[src/rtl/qaud_pkg.sv]
// Shared constants, kind codes, the hex digit decoder and the '+' mapping of the query argument decoder.
package qaud_pkg;

	localparam int KEY_BYTES_DEF = 32;

	localparam logic [7:0] CH_AMP     = 8'h26;  // '&'
	localparam logic [7:0] CH_EQ      = 8'h3d;  // '='
	localparam logic [7:0] CH_PCT     = 8'h25;  // '%'
	localparam logic [7:0] CH_PLUS    = 8'h2b;  // '+'
	localparam logic [7:0] CH_SPACE   = 8'h20;  // ' '

	typedef enum logic [1:0] {
		KIND_KEY   = 2'd0,
		KIND_VALUE = 2'd1,
		KIND_PAIR  = 2'd2,
		KIND_DONE  = 2'd3
	} kind_t;

	// {valid, nibble}
	function automatic logic [4:0] hex_nibble(input logic [7:0] c);
		logic [4:0] r;
		r = 5'd0;
		if (c inside {[8'h30:8'h39]}) begin
			r = {1'b1, c[3:0]};
		end else if (c inside {[8'h61:8'h66], [8'h41:8'h46]}) begin
			r = {1'b1, 4'(c[3:0] + 4'd9)};
		end
		return r;
	endfunction

	// '+' reads as a space, everything else as itself
	function automatic logic [7:0] plain_map(input logic [7:0] c);
		return (c == CH_PLUS) ? CH_SPACE : c;
	endfunction

endpackage

[src/rtl/qaud_key_ram.sv]
// Key buffer: one write port, one read port with registered read data.
module qaud_key_ram #(
	parameter int KEY_BYTES = qaud_pkg::KEY_BYTES_DEF,
	parameter int IDX_W     = (KEY_BYTES > 1) ? $clog2(KEY_BYTES) : 1
) (
	input  logic             clk,
	input  logic             wr_en,
	input  logic [IDX_W-1:0] wr_addr,
	input  logic [7:0]       wr_data,
	input  logic [IDX_W-1:0] rd_addr,
	output logic [7:0]       rd_data
);
	import qaud_pkg::*;

	logic [7:0] mem [KEY_BYTES];

	always_ff @(posedge clk) begin
		if (wr_en) begin
			mem[wr_addr] <= wr_data;
		end
		rd_data <= mem[rd_addr];
	end

endmodule

[src/rtl/query_argument_url_decoder.sv]
// Top level of the URL query argument decoder: sequencer, key buffer and output register.
//
// Use: raw query bytes enter on the s_ stream, one byte per transaction, with
// s_tlast set on a closing transaction that carries no byte. Decoded key
// bytes (kind 0), value bytes (kind 1), pair-complete markers (kind 2, with
// the key-truncated flag) and the done marker (kind 3) leave on the m_ stream;
// m_tlast flags the final result caused by one input transaction. Many input
// bytes cause no result at all.
// Timing: an input transaction is registered on acceptance and decoded in the
// decode state, which waits while the result slot is full. On '=' the buffered
// key is replayed from the key RAM at one byte per cycle while the m_ side takes
// them, after a read start-up state; a cut-short escape adds a flush state per
// flushed byte, and a pair close or end one state per marker.
// s_tready is high only while the sequencer is idle.
// Reset clears all control state; the key RAM is not cleared and is only read
// below the fill count. A stalled m_ side holds the output register; the
// sequencer waits and takes no further input until the result slot frees,
// but an item can be accepted while a finished result still waits.
module query_argument_url_decoder #(
	parameter int KEY_BYTES = qaud_pkg::KEY_BYTES_DEF
) (
	input  logic       clk,
	input  logic       arst_n,
	input  logic       s_tvalid,
	output logic       s_tready,
	input  logic [7:0] s_tdata,   // [7:0] query_byte
	input  logic       s_tlast,   // is_end
	output logic       m_tvalid,
	input  logic       m_tready,
	output logic [7:0] m_tdata,   // [7:0] out_byte
	output logic [2:0] m_tuser,   // [1:0] kind, [2] key_truncated
	output logic       m_tlast    // last
);
	import qaud_pkg::*;

	localparam int LEN_W = $clog2(KEY_BYTES + 1);
	localparam int IDX_W = (KEY_BYTES > 1) ? $clog2(KEY_BYTES) : 1;

	typedef enum logic [7:0] {
		ST_IDLE       = 8'b0000_0001,
		ST_DECODE     = 8'b0000_0010,
		ST_FLUSH_PCT  = 8'b0000_0100,
		ST_FLUSH_HELD = 8'b0000_1000,
		ST_REPLAY_RD  = 8'b0001_0000,
		ST_REPLAY     = 8'b0010_0000,
		ST_CLOSE      = 8'b0100_0000,
		ST_DONE       = 8'b1000_0000
	} state_t;

	typedef struct packed {
		logic       valid;
		logic [7:0] data;
		kind_t      kind;
		logic       trunc;
		logic       last;
	} beat_t;

	state_t           state_q, state_d;
	logic             in_value_q, in_value_d;
	logic [LEN_W-1:0] key_len_q, key_len_d;
	logic [1:0]       esc_q, esc_d;
	logic [7:0]       held_q, held_d;
	logic             ovf_q, ovf_d;
	logic [IDX_W-1:0] idx_q, idx_d;
	logic [7:0]       byte_q;
	logic             end_q;

	// output register
	logic             out_valid_q;
	logic [7:0]       out_data_q;
	kind_t            out_kind_q;
	logic             out_trunc_q;
	logic             out_last_q;

	beat_t            beat;
	logic             out_free;
	logic             accept;

	logic             wr_en;
	logic [IDX_W-1:0] wr_addr;
	logic [7:0]       wr_data;
	logic [IDX_W-1:0] rd_addr;
	logic [7:0]       rd_data;

	logic [4:0]       hi_dig, lo_dig;
	logic [7:0]       esc_val;
	logic [7:0]       dlv_byte;
	logic             dlv_last;
	logic             dlv_en;
	logic             replay_go;
	logic             replay_end;

	assign s_tready = (state_q == ST_IDLE);
	assign accept   = s_tvalid && s_tready;
	assign out_free = !out_valid_q || m_tready;

	// strtol-like escape value
	assign hi_dig  = hex_nibble(held_q);
	assign lo_dig  = hex_nibble(byte_q);
	assign esc_val = !hi_dig[4] ? 8'd0 :
	                 !lo_dig[4] ? {4'd0, hi_dig[3:0]} : {hi_dig[3:0], lo_dig[3:0]};

	assign replay_end = ((LEN_W'(idx_q) + LEN_W'(1)) == key_len_q);
	assign rd_addr    = (state_q == ST_REPLAY && out_free) ? (idx_q + IDX_W'(1)) : idx_q;

	always_comb begin
		state_d    = state_q;
		in_value_d = in_value_q;
		key_len_d  = key_len_q;
		esc_d      = esc_q;
		held_d     = held_q;
		ovf_d      = ovf_q;
		idx_d      = idx_q;
		beat       = '{valid: 1'b0, data: 8'd0, kind: KIND_KEY, trunc: 1'b0, last: 1'b0};
		wr_en      = 1'b0;
		wr_addr    = key_len_q[IDX_W-1:0];
		wr_data    = 8'd0;
		dlv_en     = 1'b0;
		dlv_byte   = 8'd0;
		dlv_last   = 1'b0;
		replay_go  = 1'b0;

		if (out_free) begin
			case (state_q)
				ST_DECODE: begin
					state_d = ST_IDLE;
					if (end_q) begin
						state_d = in_value_q ? ((esc_q != 2'd0) ? ST_FLUSH_PCT : ST_CLOSE)
						                     : ST_DONE;
					end else if (byte_q == CH_AMP) begin
						if (in_value_q) begin
							state_d = (esc_q != 2'd0) ? ST_FLUSH_PCT : ST_CLOSE;
						end else begin
							in_value_d = 1'b0;
							key_len_d  = '0;
							ovf_d      = 1'b0;
							esc_d      = 2'd0;
							held_d     = 8'd0;
						end
					end else if (byte_q == CH_EQ && !in_value_q) begin
						if (esc_q != 2'd0) begin
							state_d = ST_FLUSH_PCT;
						end else begin
							replay_go = 1'b1;
						end
					end else if (esc_q == 2'd1) begin
						held_d = byte_q;
						esc_d  = 2'd2;
					end else if (esc_q == 2'd2) begin
						esc_d    = 2'd0;
						held_d   = 8'd0;
						dlv_en   = 1'b1;
						dlv_byte = esc_val;
						dlv_last = 1'b1;
					end else if (byte_q == CH_PCT) begin
						esc_d = 2'd1;
					end else begin
						dlv_en   = 1'b1;
						dlv_byte = plain_map(byte_q);
						dlv_last = 1'b1;
					end
				end
				ST_FLUSH_PCT: begin
					dlv_en   = 1'b1;
					dlv_byte = CH_PCT;
				end
				ST_FLUSH_HELD: begin
					dlv_en   = 1'b1;
					dlv_byte = plain_map(held_q);
				end
				ST_REPLAY_RD: begin
					state_d = ST_REPLAY;
				end
				ST_REPLAY: begin
					beat = '{valid: 1'b1, data: rd_data, kind: KIND_KEY, trunc: 1'b0,
					         last: replay_end};
					if (replay_end) begin
						in_value_d = 1'b1;
						state_d    = ST_IDLE;
					end else begin
						idx_d = idx_q + IDX_W'(1);
					end
				end
				ST_CLOSE: begin
					beat = '{valid: 1'b1, data: 8'd0, kind: KIND_PAIR, trunc: ovf_q,
					         last: !end_q};
					in_value_d = 1'b0;
					key_len_d  = '0;
					ovf_d      = 1'b0;
					esc_d      = 2'd0;
					held_d     = 8'd0;
					state_d    = end_q ? ST_DONE : ST_IDLE;
				end
				ST_DONE: begin
					beat = '{valid: 1'b1, data: 8'd0, kind: KIND_DONE, trunc: 1'b0,
					         last: 1'b1};
					in_value_d = 1'b0;
					key_len_d  = '0;
					ovf_d      = 1'b0;
					esc_d      = 2'd0;
					held_d     = 8'd0;
					state_d    = ST_IDLE;
				end
				default: begin
				end
			endcase

			// one decoded byte: value byte out, or into the key buffer (overflow flag once full); zero dropped
			if (dlv_en && dlv_byte != 8'd0) begin
				if (in_value_q) begin
					beat = '{valid: 1'b1, data: dlv_byte, kind: KIND_VALUE, trunc: 1'b0,
					         last: dlv_last};
				end else if (key_len_q < LEN_W'(KEY_BYTES)) begin
					wr_en     = 1'b1;
					wr_data   = dlv_byte;
					key_len_d = key_len_q + LEN_W'(1);
				end else begin
					ovf_d = 1'b1;
				end
			end

			// end of an escape flush
			if ((state_q == ST_FLUSH_PCT && esc_q != 2'd2) || state_q == ST_FLUSH_HELD) begin
				esc_d  = 2'd0;
				held_d = 8'd0;
				if (in_value_q) begin
					state_d = ST_CLOSE;
				end else begin
					replay_go = 1'b1;
				end
			end else if (state_q == ST_FLUSH_PCT) begin
				state_d = ST_FLUSH_HELD;
			end

			// '=' ends the key: replay what is buffered
			if (replay_go) begin
				idx_d = '0;
				if (key_len_d == '0) begin
					in_value_d = 1'b1;
					state_d    = ST_IDLE;
				end else begin
					state_d = ST_REPLAY_RD;
				end
			end
		end
	end

	always_ff @(posedge clk or negedge arst_n) begin
		if (!arst_n) begin
			state_q     <= ST_IDLE;
			in_value_q  <= 1'b0;
			key_len_q   <= '0;
			esc_q       <= 2'd0;
			held_q      <= 8'd0;
			ovf_q       <= 1'b0;
			idx_q       <= '0;
			out_valid_q <= 1'b0;
		end else begin
			state_q    <= accept ? ST_DECODE : state_d;
			in_value_q <= in_value_d;
			key_len_q  <= key_len_d;
			esc_q      <= esc_d;
			held_q     <= held_d;
			ovf_q      <= ovf_d;
			idx_q      <= idx_d;
			if (beat.valid) begin
				out_valid_q <= 1'b1;
			end else if (m_tready) begin
				out_valid_q <= 1'b0;
			end
		end
	end

	always_ff @(posedge clk) begin
		if (accept) begin
			byte_q <= s_tdata;
			end_q  <= s_tlast;
		end
		if (beat.valid) begin
			out_data_q  <= beat.data;
			out_kind_q  <= beat.kind;
			out_trunc_q <= beat.trunc;
			out_last_q  <= beat.last;
		end
	end

	qaud_key_ram #(
		.KEY_BYTES (KEY_BYTES),
		.IDX_W     (IDX_W)
	) u_key_ram (
		.clk     (clk),
		.wr_en   (wr_en),
		.wr_addr (wr_addr),
		.wr_data (wr_data),
		.rd_addr (rd_addr),
		.rd_data (rd_data)
	);

	assign m_tvalid = out_valid_q;
	assign m_tdata  = out_data_q;
	assign m_tuser  = {out_trunc_q, out_kind_q};
	assign m_tlast  = out_last_q;

endmodule

[config.mk]
export PLATFORM = sky130hd
export DESIGN_NAME = query_argument_url_decoder
export DESIGN_NICKNAME = d
export VERILOG_FILES = /design/src/rtl/qaud_pkg.sv /design/src/rtl/qaud_key_ram.sv /design/src/rtl/query_argument_url_decoder.sv
export SDC_FILE = /design/constraint.sdc
export NUM_CORES = 1
export LEC_CHECK = 0
export CAP_MARGIN = 10
export CORE_ASPECT_RATIO = 0.9
export CORE_UTILIZATION = 61
export DETAILED_ROUTE_END_ITERATION = 16
export DONT_BUFFER_PORTS = 1
export HOLD_SLACK_MARGIN = 0.08
export PLACE_DENSITY = 0.77
export SLEW_MARGIN = 20
export SYNTH_ARGS = -nofsm -noshare
export SYNTH_HDL_FRONTEND = slang
export SYNTH_HIERARCHICAL = 1
export SYNTH_SLANG_ARGS = --single-unit
[constraint.sdc]
create_clock -name clk -period 4.9 [get_ports clk]
set_input_delay 0.245 -clock clk [delete_from_list [all_inputs] [get_ports clk]]
set_output_delay 0.245 -clock clk [all_outputs]
set_load 0.02 [all_outputs]
Word level (Yosys, flattened, before mapping)
Memory sizes are Yosys's and may differ from the RTL's. A register that Yosys moved wholly into a read port is not among the register bits.
Index checks and enable logic that the tools add are counted.
- shift-type cells: 0
- $mul: 0
- order comparisons: 13
- add/subtract/negate cells: 5
- equality and inequality tests: 23
- bitwise operators: 0
- div/mod/pow operators: 0
- multiplexer cells: 109
- reductions and logical operators: 30
- operators with widths (kind ; number):
    $mux 8 ; 33
    $eq 8x6->1 const B ; 6
    $mux 5 ; 9
    $mux 6 ; 7
    $pmux 8 s5 ; 1
    $mux 13 ; 3
    $pmux 13 s3 ; 1
    $mux 1 ; 36
    $ge 8x7->1 const B ; 4
    $le 8x7->1 const B ; 4
    $pmux 8 s3 ; 1
    $ge 8x6->1 const B ; 2
    $le 8x6->1 const B ; 2
    $mux 2 ; 8
    $pmux 8 s2 ; 1
    $mux 7 ; 2
    $pmux 6 s2 ; 1
    $reduce_and 6->1 ; 2
    $reduce_bool 2->1 ; 6
    $logic_and 1x1->1 ; 11
    $add 4x4->4 const B ; 2
    $eq 8x1->1 const B ; 1
    $eq 8x2->1 const B ; 1
    $eq 8x3->1 const B ; 1
    other kinds (28) ; 35
- RAM bits: 256
- output and inout port bits: 14
- logic and storage cells: 195
- memories kept: 1
- latch bits: 0
- memory bits (read-only): 0
- bits in registers: 53
- memory list (memory ; words ; bits a word ; read ports ; clocked after memory_dff ; write ports ; RTL line ; source):
    u_key_ram.mem ; 32 ; 8 ; 1 ; 1 ; 1 ; qaud_key_ram.sv:15 ; logic [7:0] mem [KEY_BYTES];

Depth between registers and ports, before layout
- depth after elaboration: 23
- mapped depth: 15
- depth with buffers taken out: 12

By module
Netlist, hierarchy kept.
- by module, submodules not included (module ; sequential area each (um^2) ; cells each ; area an instance (um^2) ; instances):
    qaud_key_ram ; 7847.5 ; 417 ; 10053.4 ; 1
    query_argument_url_decoder ; 1432.6 ; 454 ; 3881.2 ; 1

Worst setup path after synthesis
No wires, ideal clock.
- kind: register to register
- start point: register state_q[4]
- end point: memory u_key_ram.mem[0][0] (enable)
- library setup time: 0.370 ns
- path slack: 0.722 ns
- arrival: 3.808 ns
- path buffers: 3
- stages on the path, launching flop included: 14
- path through: dfrtp_1 buf_2 nor4_2 nand3_2 nor4_2 a211o_2 o21ai_0 a21o_1 a21o_2 clkbuf_1 inv_1 or3b_2 clkbuf_1 nor2_1
- word-level cells in the longest chain between the ends: 9
- elaborated cells between the ends (all ways): 14
- classes of those cells: eq/ne (3); mux (8); reduce/logical (3)
- RTL lines (element ; RTL line ; source):
    start, declared ; query_argument_url_decoder.sv:58 ; state_t state_q, state_d;
    start signal, assigned ; query_argument_url_decoder.sv:259 ; state_q <= accept ? ST_DECODE : state_d;
    $eq 8x4->1 (tied with other cells) ; query_argument_url_decoder.sv:124 ; case (state_q)
    $pmux 8 s3 or $reduce_or 2->1 (tied branches) ; n/a ;
    $mux 8 or $pmux 1 s2 (tied branches) ; query_argument_url_decoder.sv:123, query_argument_url_decoder.sv:124 ;
    $reduce_bool 8->1 or $mux 1 (tied branches) ; query_argument_url_decoder.sv:209, query_argument_url_decoder.sv:123 ;
    $logic_and 1x1->1 * ; query_argument_url_decoder.sv:209 ; if (dlv_en && dlv_byte != 8'd0) begin
    $mux 1 * ; query_argument_url_decoder.sv:209 ;
    $mux 1 * ; query_argument_url_decoder.sv:123 ; if (out_free) begin
    net wr_en ; query_argument_url_decoder.sv:79 ; logic wr_en;
    $mux 1 * ; qaud_key_ram.sv:18 ; if (wr_en) begin
    $mux 1 (not written as such) * ; qaud_key_ram.sv:19 ; mem[wr_addr] <= wr_data;
    end, declared ; qaud_key_ram.sv:15 ;
The timed path passes the listed nets; every way through them passes the cells marked *. The select of a mux whose other input is x is not followed.

Worst setup path after layout
- start point: register state_q[6]
- end point: memory u_key_ram.mem[12][7] (enable)
Same word-level chain as after synthesis.

==> impl_metrics.yaml <==
timing:
  hold_viol_final: 0
  finalWorstSetupSlack_ps: 327
  fin_hold_ws_ps: 126
  period_minus_slack_ps: 4570
  max_slew.worst_pin.slew_ps: 775
  finalSetupViolCount: 0
  skew_ps: 36.8
  finalSetupTns_ps: 0
  fmax_mhz: 219
  maxSlewViolCount: 0
  rsz0062_at_grt: "false"
  finalCritPeriodShare_pct: 93.3
  slew_headroom_pct: 47.9
route:
  initialDrtViolationCount: 960
  dr.pass1.iters: 7
  vias: 8182
  remaining_drc_errors: 0
  ant_nets: 0
  routed_wl_um: 31600
  wl_per_cell_um: 25.8
  via_per_inst: 6.67
worst_setup_path:
  end_kind: "flop"
  r2r_end: "u_key_ram/mem[12][7]"
  cp.arrival_ps: 4750
  cp-start-kind: "flop"
  worstRegToRegCells: 11
  crit_fanout: 14
  r2r-start: "state_q[6]"
  required_ps: 5070
  criticalPathCategory: "reg2reg"
  r2r_slack_ps: 330
min_path:
  hold_start: "m_tready"
  hold_depth: 3
  worstHoldEndpoint: "m_tvalid"
  holdCritPathClass: "in2reg"
power_and_ir_drop:
  p_seq_share_pct: 48.8
  pwr-share-clk_pct: 31.3
  netSwitchingFraction_pct: 29.5
  intPower_mw: 4.83
  p_per_area_nw_per_um2: 443
  leakagePower_nw: 5.05
  p_comb_share_pct: 20.0
  total_power_mw: 6.85
  p_sw_mw: 2.02
  ir_drop_v: 0.000397
place:
  place.gp.congestion: 0.957
  dpl_cell_area_um2: 14400
  io_buffers: 0
  dp.cells: 1160
  place_ws_ps: 481
  dp_hpwl_um: 20800
clocking:
  root_buffer: "clkbuf_16"
  cts_tree: "built"
  cts_resized: 0
  clkTransAtPathRegs_ps: 60
  cts_sinks: 317
  holdBufCountCts: 12
  clock_latency_ps: 570
  postCtsSetupRepairBufs: 0
  cts_buffers: 30
  clk_path_buf_depth: 3
  htree_levels: 1
layout:
  layoutNonFillerInstCount: 1226
  nets: 932
  final_util_pct: 69.0
  num_antenna_cells: 0
  area_delta_synth_final_pct: 11.1
  final_cell_area_um2: 15500
  drive_gt1_share_pct: 22.4
run:
  drv_cap: 0
yosys:
  synth_most_common_cell: "edfxtp_1"
  synth_ff_type: "edfxtp_1"
  synth-async-reset-ratio_pct: 10.1
  synth_edf_count: 277
  yosysUniqueCellTypes: 83
  ys_warn_count: 6
  yosysTopAreaCellShare_pct: 59.7
  synth_top_area_cell: "edfxtp_1"
  seq_area_frac_synth_pct: 66.6
  ys_seq_elements: 317
  syn_inst: 871
  syn_nets: 896
  syn_area_um2: 13900
  synth_common_cells: "277 x edfxtp_1, 86 x nor2_1, 80 x mux4_2"
  synth_area_leaders: "edfxtp_1 60%, mux4_2 13%, dfrtp_1 5.6%"
  syn-mean-instance-area_um2: 16.0
global_route:
  grtUsageTotal_pct: 28.0
  grt_pass1_vias: 8199
  grt_max_degree: 65
  grt_pass1_wl_um: 48900
  grt.overflow.total: 0
  antenna_found_initial: 0
die:
  core_area_um2: 22400
  num_io_pins: 27
  die_h_um: 145
  die_w_um: 161
  die-area_um2: 23500
  fp-row-count: 52
  start_util_pct: 62.1
status:
  status: "completed"
-- metal layers --
metal / up-vias / routed length [µm] / track usage [%]
met2: 397 / 15700 / 46.1
met4: 0 / 906 / 7.78
met5: - / 0 / 0
li1: 3530 / - / -
met1: 4195 / 12500 / 40.0
met3: 60 / 2500 / 3.85
-- worst max path at each step --
stage | end | depth (start not counted) | slack (ps) | start
floorplan | u_key_ram/mem[0][0] | 13 | 720 | state_q[4]
detailed placement | u_key_ram/mem[12][1] | 11 | 480 | state_q[6]
global route | u_key_ram/mem[20][5] | 11 | 30 | state_q[4]
finish | u_key_ram/mem[12][7] | 11 | 330 | state_q[6]
CTS | u_key_ram/mem[12][2] | 11 | 390 | state_q[6]
global placement | u_key_ram/mem[16][6] | 12 | 640 | byte_q[0]
-- power groups by stage --
stage                     Clock, mW  Sequential, mW  Combinational, mW
after floorplan                   0            3.28               1.03
after global placement            0            3.37               1.28
after detailed placement          0            3.38               1.33
after CTS                      2.18            3.33               1.35
after global routing           2.26            3.36               1.49
final                          2.14            3.34               1.37
-- sequential cells by signal (all words and copies together) (netlist names), 2 cells and up --
signal / cells
byte_q: 8
esc_q: 2
held_q: 8
idx_q: 5
key_len_q: 6
m_tdata: 8
out_kind_q: 2
state_q: 8
u_key_ram/mem: 256
u_key_ram/rd_data: 8
-- critical path, stage by stage (launching register included) --
cell     delay [ps]
dfrtp_1         450
nor4_2          680
nand3_2         350
nor4_2          350
buf_4           210
a211o_2         130
o21ai_0          90
a21o_1          220
a21o_2          310
inv_1           150
or3b_2          600
nor2_1          610
-- cell type report --
class / count / area (µm²)
flip-flops and latches: 317 / 9280
fillers: 1469 / 6960
multi-input cells: 487 / 4400
clock buffers: 36 / 773
repair buffers: 50 / 440
well taps: 297 / 372
clock inverters: 18 / 144
inverters: 21 / 78.8
-- layout by cell type (no fill, tap or decap), types with 5 or more instances in the layout --
cell type and count:
dlygate4sd3_1 11, nor2_1 80, a21oi_1 23, dfxtp_1 8, mux2_2 12, dfrtp_1 31, nand2b_1 6, nand4_1 10
edfxtp_1 277, mux4_2 80, nand2_1 36, clkbuf_16 30, clkinv_1 5, nor3_1 8, o31ai_1 5, clkinv_2 7
clkbuf_1 6, inv_1 21, nor3b_1 5, nor2_2 6, o21ai_0 39, and3_1 7, buf_4 36, ha_1 12
nand3b_1 9, nor2b_1 6, a31oi_1 5, nand3_1 30
-- logic make-up after synthesis --
| group | Yosys count | share of synthesized area (%) |
|---|---|---|
| mux | 95 | 14.2 |
| fa+ha+maj | 12 | 1.08 |
| flops | 317 | 66.6 |
| xor+xnor | 10 | 0.629 |
| simple gates | 243 | 9.30 |
| buf+inv | 67 | 2.08 |
| compound gates | 127 | 6.16 |
Note: power is estimated with default switching activity, not from simulation.
